--- src/design/rcd_pkg.sv ---
// Shared types, constants and helper functions for the radix conversion block.
package rcd_pkg;

    localparam int unsigned VALUE_W       = 32;
    localparam int unsigned DIGIT_W       = 4;
    localparam int unsigned RADIX_W       = 4;
    localparam int unsigned RECIP_W       = 33;
    localparam int unsigned RECIP_SHIFT   = 33;
    localparam int unsigned STACK_DEPTH   = 32;
    localparam logic [RADIX_W-1:0] RADIX_RESET = 4'd2;
    localparam logic [RADIX_W-1:0] RADIX_MIN   = 4'd2;
    localparam logic [RADIX_W-1:0] RADIX_MAX   = 4'd10;

    // Reciprocals floor(2^33 / r), worked out at elaboration.
    localparam logic [RECIP_W-1:0] RECIP_2  = RECIP_W'((64'd1 << RECIP_SHIFT) / 64'd2);
    localparam logic [RECIP_W-1:0] RECIP_3  = RECIP_W'((64'd1 << RECIP_SHIFT) / 64'd3);
    localparam logic [RECIP_W-1:0] RECIP_4  = RECIP_W'((64'd1 << RECIP_SHIFT) / 64'd4);
    localparam logic [RECIP_W-1:0] RECIP_5  = RECIP_W'((64'd1 << RECIP_SHIFT) / 64'd5);
    localparam logic [RECIP_W-1:0] RECIP_6  = RECIP_W'((64'd1 << RECIP_SHIFT) / 64'd6);
    localparam logic [RECIP_W-1:0] RECIP_7  = RECIP_W'((64'd1 << RECIP_SHIFT) / 64'd7);
    localparam logic [RECIP_W-1:0] RECIP_8  = RECIP_W'((64'd1 << RECIP_SHIFT) / 64'd8);
    localparam logic [RECIP_W-1:0] RECIP_9  = RECIP_W'((64'd1 << RECIP_SHIFT) / 64'd9);
    localparam logic [RECIP_W-1:0] RECIP_10 = RECIP_W'((64'd1 << RECIP_SHIFT) / 64'd10);

    typedef enum logic [2:0] {
        ST_IDLE,
        ST_MUL,
        ST_DIV,
        ST_READ,
        ST_OUT
    } t_state;

    // Commands from the controller to the datapath.
    typedef struct packed {
        logic load;
        logic mul;
        logic div;
        logic pop;
    } t_dp_cmd;

    // Status from the datapath to the controller.
    typedef struct packed {
        logic quot_next_zero;
        logic stack_empty;
    } t_dp_status;

    // Clamp a written radix into the supported range.
    function automatic logic [RADIX_W-1:0] eff_radix(input logic [RADIX_W-1:0] r);
        logic [RADIX_W-1:0] res;
        res = r;
        if (r < RADIX_MIN) begin
            res = RADIX_MIN;
        end else if (r > RADIX_MAX) begin
            res = RADIX_MAX;
        end
        return res;
    endfunction

    function automatic logic [RECIP_W-1:0] radix_recip(input logic [RADIX_W-1:0] r);
        logic [RECIP_W-1:0] res;
        case (r)
            4'd3:    res = RECIP_3;
            4'd4:    res = RECIP_4;
            4'd5:    res = RECIP_5;
            4'd6:    res = RECIP_6;
            4'd7:    res = RECIP_7;
            4'd8:    res = RECIP_8;
            4'd9:    res = RECIP_9;
            4'd10:   res = RECIP_10;
            default: res = RECIP_2;
        endcase
        return res;
    endfunction

endpackage

--- src/design/rcd_ctrl.sv ---
// Controller state machine sequencing division steps and digit output.
module rcd_ctrl
    import rcd_pkg::*;
(
    input  logic       i_clk,
    input  logic       i_rst_n,
    input  logic       i_in_valid,
    output logic       o_in_ready,
    output logic       o_out_valid,
    input  logic       i_out_ready,
    output t_dp_cmd    o_cmd,
    input  t_dp_status i_status
);

    t_state r_state;
    t_state n_state;

    always_ff @(posedge i_clk) begin
        if (!i_rst_n) begin
            r_state <= ST_IDLE;
        end else begin
            r_state <= n_state;
        end
    end

    always_comb begin
        n_state = r_state;
        case (r_state)
            ST_IDLE: begin
                if (i_in_valid) begin
                    n_state = ST_MUL;
                end
            end
            ST_MUL: begin
                n_state = ST_DIV;
            end
            ST_DIV: begin
                if (i_status.quot_next_zero) begin
                    n_state = ST_READ;
                end else begin
                    n_state = ST_MUL;
                end
            end
            ST_READ: begin
                n_state = ST_OUT;
            end
            ST_OUT: begin
                if (i_out_ready) begin
                    if (i_status.stack_empty) begin
                        n_state = ST_IDLE;
                    end else begin
                        n_state = ST_READ;
                    end
                end
            end
            default: begin
                n_state = ST_IDLE;
            end
        endcase
    end

    always_comb begin
        o_in_ready  = 1'b0;
        o_out_valid = 1'b0;
        o_cmd       = '0;
        case (r_state)
            ST_IDLE: begin
                o_in_ready = 1'b1;
                o_cmd.load = i_in_valid;
            end
            ST_MUL: begin
                o_cmd.mul = 1'b1;
            end
            ST_DIV: begin
                o_cmd.div = 1'b1;
            end
            ST_READ: begin
                o_cmd.pop = 1'b1;
            end
            ST_OUT: begin
                o_out_valid = 1'b1;
            end
            default: begin
                o_in_ready = 1'b0;
            end
        endcase
    end

endmodule

--- src/design/rcd_dpath.sv ---
// Datapath: radix register, reciprocal divider step and the digit stack.
module rcd_dpath
    import rcd_pkg::*;
#(
    parameter int unsigned DIGIT_STACK_DEPTH = STACK_DEPTH
) (
    input  logic               i_clk,
    input  logic               i_rst_n,
    input  logic               i_cfg_wr_en,
    input  logic [RADIX_W-1:0] i_cfg_wr_data,
    input  logic [VALUE_W-1:0] i_value,
    input  t_dp_cmd            i_cmd,
    output t_dp_status         o_status,
    output logic [DIGIT_W-1:0] o_digit,
    output logic               o_last
);

    localparam int unsigned AW   = $clog2(DIGIT_STACK_DEPTH);
    localparam int unsigned CW   = $clog2(DIGIT_STACK_DEPTH + 1);
    localparam int unsigned PW   = VALUE_W + RECIP_W;
    localparam int unsigned QRW  = VALUE_W + RADIX_W;
    localparam int unsigned REMW = RADIX_W + 1;

    logic [DIGIT_W-1:0] r_stack [DIGIT_STACK_DEPTH];
    logic [RADIX_W-1:0] r_cfg_radix;
    logic [RADIX_W-1:0] r_radix;
    logic [RECIP_W-1:0] r_recip;
    logic [VALUE_W-1:0] r_quot;
    logic [PW-1:0]      r_prod;
    logic [CW-1:0]      r_count;
    logic [DIGIT_W-1:0] r_rd_digit;
    logic               r_last;

    logic [VALUE_W-1:0] w_q_est;
    logic [QRW-1:0]     w_qr;
    logic [VALUE_W-1:0] w_diff;
    logic [REMW-1:0]    w_rem;
    logic               w_ge;
    logic [DIGIT_W-1:0] w_digit;
    logic [VALUE_W-1:0] w_quot_next;
    logic [CW-1:0]      w_top;
    logic               w_room;

    // The estimate from the reciprocal is the true quotient or one below it,
    // so one compare and subtract finishes the step.
    assign w_q_est     = r_prod[PW-1:RECIP_SHIFT];
    assign w_qr        = {{RADIX_W{1'b0}}, w_q_est} * {{VALUE_W{1'b0}}, r_radix};
    assign w_diff      = r_quot - w_qr[VALUE_W-1:0];
    assign w_rem       = w_diff[REMW-1:0];
    assign w_ge        = (w_rem >= {1'b0, r_radix});
    assign w_digit     = w_ge ? DIGIT_W'(w_rem - {1'b0, r_radix}) : w_rem[DIGIT_W-1:0];
    assign w_quot_next = w_q_est + VALUE_W'(w_ge);
    assign w_top       = r_count - CW'(1);
    assign w_room      = (r_count < CW'(DIGIT_STACK_DEPTH));

    always_ff @(posedge i_clk) begin
        if (!i_rst_n) begin
            r_cfg_radix <= RADIX_RESET;
            r_count     <= '0;
            r_quot      <= '0;
            r_last      <= 1'b0;
        end else begin
            if (i_cfg_wr_en) begin
                r_cfg_radix <= i_cfg_wr_data;
            end
            if (i_cmd.load) begin
                r_quot  <= i_value;
                r_count <= '0;
            end else if (i_cmd.div) begin
                r_quot <= w_quot_next;
                if (w_room) begin
                    r_count <= r_count + CW'(1);
                end
            end else if (i_cmd.pop) begin
                r_count <= w_top;
                r_last  <= (w_top == '0);
            end
        end
    end

    // Payload registers and the stack memory.
    always_ff @(posedge i_clk) begin
        if (i_cmd.load) begin
            r_radix <= eff_radix(r_cfg_radix);
            r_recip <= radix_recip(eff_radix(r_cfg_radix));
        end
        if (i_cmd.mul) begin
            r_prod <= {{RECIP_W{1'b0}}, r_quot} * {{VALUE_W{1'b0}}, r_recip};
        end
        if (i_cmd.div && w_room) begin
            r_stack[r_count[AW-1:0]] <= w_digit;
        end
        if (i_cmd.pop) begin
            r_rd_digit <= r_stack[w_top[AW-1:0]];
        end
    end

    assign o_status.quot_next_zero = (w_quot_next == '0);
    assign o_status.stack_empty    = (r_count == '0);
    assign o_digit                 = r_rd_digit;
    assign o_last                  = r_last;

    // A finished division step leaves a remainder below the radix.
    a_rem_range: assert property (@(posedge i_clk) disable iff (!i_rst_n)
        i_cmd.div |-> ({1'b0, w_digit} < {1'b0, r_radix}))
        else $error("digit not below radix");

    // The stack never holds more digits than it has entries.
    a_count_bound: assert property (@(posedge i_clk) disable iff (!i_rst_n)
        r_count <= CW'(DIGIT_STACK_DEPTH))
        else $error("stack count beyond depth");

    // A pop is only issued while digits remain.
    a_pop_nonempty: assert property (@(posedge i_clk) disable iff (!i_rst_n)
        i_cmd.pop |-> (r_count != '0))
        else $error("pop from empty stack");

    // Each pop moves the count down by exactly one.
    a_pop_step: assert property (@(posedge i_clk) disable iff (!i_rst_n)
        i_cmd.pop |=> (r_count == $past(r_count) - CW'(1)))
        else $error("pop count step wrong");

endmodule

--- src/design/radix_conversion_digits_top.sv ---
// Top level of the radix conversion block: controller and datapath joined.
//
// Each item on the slave side is an unsigned 32-bit value; the block turns it
// into its digits in the configured radix and sends them on the master side
// most significant digit first, one item per digit, with tlast on the least
// significant digit. A value of zero gives the single digit 0. The radix is
// a 4-bit register written through i_cfg_wr_en / i_cfg_wr_data; 0 and 1 act
// as 2 and 11 to 15 act as 10, and the value in force when an item is
// accepted is used for the whole conversion. Only one value is converted at a
// time: s_axis_tready is high only while the block is idle. After a value is
// accepted, each digit takes a division step (a 32 x 33 bit reciprocal
// multiply, then a multiply-back, compare and correct step that pushes the
// remainder onto the digit stack), and the digits are then sent through a stack
// read into the output register and the handshake, which m_axis_tready can
// stall. The division loop through the multiplier and the pop for each digit
// together set the conversion time. If the stack is set shallower than the
// widest result, the more significant digits are dropped and only the
// low-order digits that fit are sent.
module radix_conversion_digits_top
    import rcd_pkg::*;
#(
    parameter int unsigned DIGIT_STACK_DEPTH = STACK_DEPTH
) (
    input  logic               i_clk,
    input  logic               i_rst_n,
    // Radix register write port.
    input  logic               i_cfg_wr_en,
    input  logic [RADIX_W-1:0] i_cfg_wr_data,
    // Input items.
    input  logic               s_axis_tvalid,
    output logic               s_axis_tready,
    input  logic [31:0]        s_axis_tdata,   // [31:0] value
    // Result items.
    output logic               m_axis_tvalid,
    input  logic               m_axis_tready,
    output logic [7:0]         m_axis_tdata,   // [3:0] digit, [7:4] zero
    output logic               m_axis_tlast    // last_digit
);

    t_dp_cmd            w_cmd;
    t_dp_status         w_status;
    logic [DIGIT_W-1:0] w_digit;

    // The controller walks through accept, the multiply and correct steps of
    // each division, and then pops the stack one digit per result item.
    rcd_ctrl u_ctrl (
        .i_clk       (i_clk),
        .i_rst_n     (i_rst_n),
        .i_in_valid  (s_axis_tvalid),
        .o_in_ready  (s_axis_tready),
        .o_out_valid (m_axis_tvalid),
        .i_out_ready (m_axis_tready),
        .o_cmd       (w_cmd),
        .i_status    (w_status)
    );

    // The datapath holds the radix register, the running quotient, the
    // reciprocal divider and the digit stack with its count.
    rcd_dpath #(
        .DIGIT_STACK_DEPTH (DIGIT_STACK_DEPTH)
    ) u_dpath (
        .i_clk         (i_clk),
        .i_rst_n       (i_rst_n),
        .i_cfg_wr_en   (i_cfg_wr_en),
        .i_cfg_wr_data (i_cfg_wr_data),
        .i_value       (s_axis_tdata),
        .i_cmd         (w_cmd),
        .o_status      (w_status),
        .o_digit       (w_digit),
        .o_last        (m_axis_tlast)
    );

    // The digit sits in the low nibble; the upper nibble pads to a byte.
    assign m_axis_tdata = {4'd0, w_digit};

endmodule
--- config.mk ---
export PLATFORM = sky130hd
export DESIGN_NAME = radix_conversion_digits_top
export DESIGN_NICKNAME = d
export VERILOG_FILES = /design/src/design/rcd_pkg.sv /design/src/design/rcd_ctrl.sv /design/src/design/rcd_dpath.sv /design/src/design/radix_conversion_digits_top.sv
export SDC_FILE = /design/constraint.sdc
export NUM_CORES = 2
export LEC_CHECK = 0
export BUFFER_PORTS_ARGS = -buffer_cell sky130_fd_sc_hd__buf_4
export CORE_MARGIN = 3
export CORE_UTILIZATION = 55
export DETAILED_ROUTE_END_ITERATION = 16
export GPL_TIMING_DRIVEN = 0
export PLACE_DENSITY = 0.76
export SETUP_SLACK_MARGIN = 0.1
export SKIP_CTS_REPAIR_TIMING = 1
export SLEW_MARGIN = 20
export SYNTH_ARGS = -nofsm -noshare
export SYNTH_HDL_FRONTEND = slang
export SYNTH_SLANG_ARGS = --single-unit
--- constraint.sdc ---
create_clock -name i_clk -period 17.1 [get_ports i_clk]
set_input_delay 3.42 -clock i_clk [delete_from_list [all_inputs] [get_ports i_clk]]
set_output_delay 3.42 -clock i_clk [all_outputs]
set_load 0.02 [all_outputs]
# Word level (Yosys, flattened, before mapping)
# Memory sizes are Yosys's and may differ from the RTL's. A register that Yosys moved wholly into a read port is not among the register bits.
# Cells that the tools add are included.
# totals
word_cells	63
input_bits	41
romBits	528
regBits	115
memories	2
ram_bits	128
# mem_list
memory	words	word_bits	read_ports	rd_ports_with_merged_regs	wr	line	source
(name not given)	16	33	1	1	0	rcd_pkg.sv:61	case (r)
u_dpath.r_stack	32	4	1	1	1	rcd_dpath.sv:24	logic [DIGIT_W-1:0] r_stack [DIGIT_STACK_DEPTH];
# classes
bitwise_logic	3
magnitude_cmp	4
mul	2
n_mux	22
n_eq_ne	7
reduce_logical	11
n_addsub	5
# op_table
op	count
multiplier 32 x 33 -> 65 bit	1
two-way mux 32 bit	2
adder 32 x 1 -> 32 bit	1
logical NOT 32 bit	1
multiplier 32 x 4 -> 5 bit	1
two-way mux 6 bit	3
two-way mux 4 bit	4
one-hot mux 3 bit (5 select lines)	1
logical NOT 6 bit	2
two-way mux 1 bit	8
adder 6 x 1 -> 6 bit (second input constant)	1
== test 3 x 2 -> 1 bit (second input constant)	2
less-than comparator 6 bit (second input constant)	1
two-way mux 3 bit	2
inequality test 2 bit (second input constant)	3
subtractor 6 x 1 -> 6 bit (second input constant)	1
greater-or-equal comparator 5 x 4 -> 1 bit	1
subtractor 5 bit	1
> comparator 4 bit (second input constant)	1
less-than comparator 4 x 2 -> 1 bit (second input constant)	1
two-way mux 2 bit	2
AND reduction 2 bit	2
nonzero test 2 bit	2
subtractor 4 bit	1
7 further kinds	9

# Depth between registers and ports, before layout
# logic_depth
word_depth	7
depth_mapped	30
ltp_nobuf	28

# Hierarchy
# From an unflattened synthesis, not the netlist that was laid out.
# hier_totals
hier_cells	3438
hier_area_um2	34763.3
# by_module_without_submodules
mod	n_inst	area_per_inst_um2	seq_area_each_um2	cells_per_inst
rcd_dpath	1	34549.4	6356.1	3412
rcd_ctrl	1	180.2	60.1	21
radix_conversion_digits_top	1	33.8	0.0	5

# Worst setup path after synthesis
# No wires, ideal clock.
# synth_timing
kind	register -> register
from	reg u_dpath.r_quot[2]
to	reg u_dpath.r_prod[57] (data pin)
required_ns	16.842
arrival_ns	7.190
setup_time_ns	0.258
slack_ns	9.651
stages_incl_launch_ff	26
cell_sequence	dfxtp_1 > clkbuf_1 > clkbuf_1 > nand2_1 > fa_1 > inv_1 > fa_1 > inv_1 > fa_1 > inv_1 > fa_1 > fa_1 > fa_1 > fa_1 > inv_1 > fa_1 > inv_1 > ha_1 > clkbuf_1 > nand4_1 > or4_1 > a2111oi_2 > nor3_1 > o31ai_1 > a21oi_1 > xnor2_1
# synth_via
elab_chain_len	1
# synth_lines
item	line	source
from (decl)	rcd_dpath.sv:28	logic [VALUE_W-1:0] r_quot;
from (signal assigned)	rcd_dpath.sv:67	r_quot <= i_value;
from (signal assigned)	rcd_dpath.sv:70	r_quot <= w_quot_next;
multiplier 32 x 33 -> 65 bit	rcd_dpath.sv:88	r_prod <= {{RECIP_W{1'b0}}, r_quot} * {{VALUE_W{1'b0}}, r_recip};
to (signal assigned)	rcd_dpath.sv:88	
to (decl)	rcd_dpath.sv:29	logic [PW-1:0] r_prod;
# No other way between the ends.
# A chain may end at the register's enable or synchronous reset.

# Worst setup path after layout
# layout_timing
from	reg u_dpath.r_recip[28]
to	reg u_dpath.r_prod[61] (data pin)
# layout_via
elab_chain_len	1
# layout_lines
item	line	source
from (decl)	rcd_dpath.sv:27	logic [RECIP_W-1:0] r_recip;
multiplier 32 x 33 -> 65 bit	rcd_dpath.sv:88	
# No other way between the ends.

==> results.md <==
* Status: completed
* Relative slew slack at around 18%
* Crit Reg-Reg Endpoint: u_dpath.r_prod[61]
* Detailed Routing Iterations Pass 1 at 6
* Initial Utilization at a little under three fifths
* Synth async-reset ratio at 0%
* Row cnt at 91
* Vias after detailed routing at approximately 25,000
* Dominant cells by area after synthesis: fa_1 (36%), edfxtp_1 (16%), ha_1 (11%)
* Count of final hold-check violations at 0
* Predominant post-synthesis flop cell: edfxtp_1
* Cell count after synthesis at between 3,000 and 4,000
* Count of input and output buffers at between 40 and 50
* Vias per cell at around 5.8
* HP Class: reg -> reg
* Layout Nets at between 4,000 and 5,000
* Ratio of cells with drive above 1 in the final layout at between 4 and 5%
* WL met1 at a little under 40 mm
* Multi-input combinational cell area at roughly 25,000 sq um
* Metal2 WL at roughly 46 mm
* Top layer in use: met5
* Crit path kind: reg -> reg
* Reg area at about 6400 sq um
* Yosys warning count at 0
* CTS root buffer: clkbuf_16
* Synth unique cells at 73
* Worst-Skew Late Latency at 530 ps
* Max Clock Freq at around 100 MHz
* Synth Register Bits at approximately 230
* Crit share post-route at around 56%
* Fillers at approximately 5,100
* Die area at between 60,000 and 70,000 sq um
* Initial antenna violation count at 3
* CTS tree: done
* Max clock buf depth at 3
* Worst reg2reg startpoint: u_dpath.r_recip[28]
* Wire per inst at roughly 25 microns
* Die X at around 260 microns
* Sequential share of the synthesized area at around 18%
* Htree depth at 1
* Setup tns final at 0 ps
* Max_cap viols at 0
* Hold Path Depth at 2
* Overflow after GRT at 0
* Vias in the first global route at 26,060
* Routed met3 length at approximately 15 mm
* Hold Startpoint: u_dpath.r_cfg_radix[1]
* CP endpoint kind: flip-flop
* R2r worst-path depth at 21
* Most common cell after layout, fill and taps aside: inv_1
* Gp weighted congestion at between 1 and 1.5
* Hold EP: u_dpath.r_cfg_radix[1]
* Worst R2R Setup Slack at 7450 ps
* ANT nets after route at 0
* Start point of the critical path: u_dpath.r_recip[28]
* Core Region at 62,100 sq um
* CTS clk-pin slew, worst paths at approximately 70 ps
* Slew @ Worst Pin at roughly 1200 ps
* Post-synthesis area per instance at ~10 sq um
* TritonCTS Buffers at 21
* Setup violators final at 0
* Netlist Area Pre-Place at roughly 35,000 sq um
* All-Layer GR Usage at between 30% and 40%
* Startpoint type of the worst setup path: flip-flop
* Worst EP arrival at a little under 10,000 ps
* Most frequent cells in the layout: inv_1 (781), fa_1 (626), nand2_1 (318), ha_1 (303), and2_1 (290)
* Sink Count at roughly 230
* Largest net degree at the start of global routing at 33
* # DRC at 0
* WP data required at between 15,000 and 20,000 ps
* Worst-path fanout max at 10
* DRT iter0 DRCs at 2,660
* Top cell type by total area after synthesis: fa_1
* First-pass GRT wire length at about 160 mm
* RSZ-0062 raised after global routing: false
* Final worst path period need at around 9700 ps
* Layout Area Growth over Synthesis at 6.41%
* Total I/O pin count at 52
* Detailed Route WL at between 100 and 150 mm
* Die H at 257 microns
* Final Skew at roughly 21 ps
* DP Wirelength at slightly below 90 mm
* Share of the synthesized area in the top cell type at between 30% and 40%
* EDFF count, synth at ~180
* Final Slew Violations at 0
-- Yosys cell counts (all sizes together) (29+ instances only) --
master / instances
o21ai: 58
clkbuf: 119
mux4: 40
inv: 781
a21o: 45
nand4: 29
xnor2: 61
nand2: 318
dfxtp: 46
and2: 293
nor2: 96
nand3: 33
ha: 303
a21oi: 80
edfxtp: 183
a22oi: 31
fa: 626
xor2: 36
-- worst max-delay path by stage --
stage                    endpoint  slack (ps)  depth (start not counted)
2_1_floorplan  u_dpath.r_prod[57]        9650                         25
3_3_place_gp   u_dpath.r_prod[61]        7710                         24
3_5_place_dp   u_dpath.r_prod[61]        7700                         21
4_1_cts        u_dpath.r_prod[61]        7660                         21
5_1_grt        u_dpath.r_prod[61]        7300                         25
6_report       u_dpath.r_prod[61]        7450                         21
-- per-layer routing --
layer	global-route usage, %	up-vias
met5	0	-
met4	16.4	6
met3	13.0	372
met2	49.3	1536
met1	42.4	12646
li1	-	10921
-- sequential cells by signal (all words and copies together) (netlist names) --
| signal | count |
|---|---|
| u_dpath.r_prod | 32 |
| u_ctrl.r_state | 3 |
| u_dpath.r_recip | 15 |
| u_dpath.o_digit | 4 |
| u_dpath.o_last | 1 |
| u_dpath.r_cfg_radix | 4 |
| u_dpath.r_count | 6 |
| u_dpath.r_radix | 4 |
| u_dpath.r_stack | 128 |
| u_dpath.r_quot | 32 |
-- stage by stage --
| stage | cells | cell area [sq um] | setup WS [ps] | utilization (%) | hold WS (ps) |
|---|---|---|---|---|---|
| final | 4363 | 37000 | 7450 | 59.6 | 562 |
| after detailed placement | 4319 | 36300 | 7700 | 58.5 | 538 |
| after global placement | 4313 | 36200 | 7710 | 58.3 | 534 |
| after floorplan | 3430 | 34800 | 9650 | - | 489 |
| after CTS | 4357 | 37000 | 7660 | 59.6 | 555 |
| after global routing | 4357 | 37000 | 7300 | 59.6 | 583 |
-- worst max-delay path, cell delays in order, from the launching register on --
cell and delay [ps]:
edfxtp_1 520, clkbuf_1 930, and2_1 270, fa_1 520, fa_1 570, fa_1 840
fa_1 540, fa_1 510, fa_1 510, fa_1 490, inv_1 50, fa_1 470
inv_1 40, ha_1 250, buf_2 200, nand4_1 190, or4_1 580, a2111oi_2 890
nor3_1 170, o31ai_1 530, a21oi_1 160, xnor2_1 160
-- logic make-up after synthesis --
family	count (synthesis)	synth area share [%]
mux	55	3.05
xor+xnor	97	2.44
buf+inv	918	10.0
fa+ha+maj	929	47.0
simple gates	863	12.6
compound gates	335	6.39
other cells	1	0.0108
flops	229	18.5
-- area by class of cell --
type | instances | share of cell area [%]
tap | 837 | 2.83
multi-input combinational | 2283 | 67.4
antenna | 6 | 0.0406
clock buffer | 29 | 1.61
buffer | 137 | 1.49
inverter | 781 | 7.93
clock inverter | 9 | 0.189
sequential | 229 | 17.4
timing repair buffer | 52 | 1.18
Power is not shown: default switching activity piles up to over one toggle a cycle in this logic, so the estimate is an artifact.
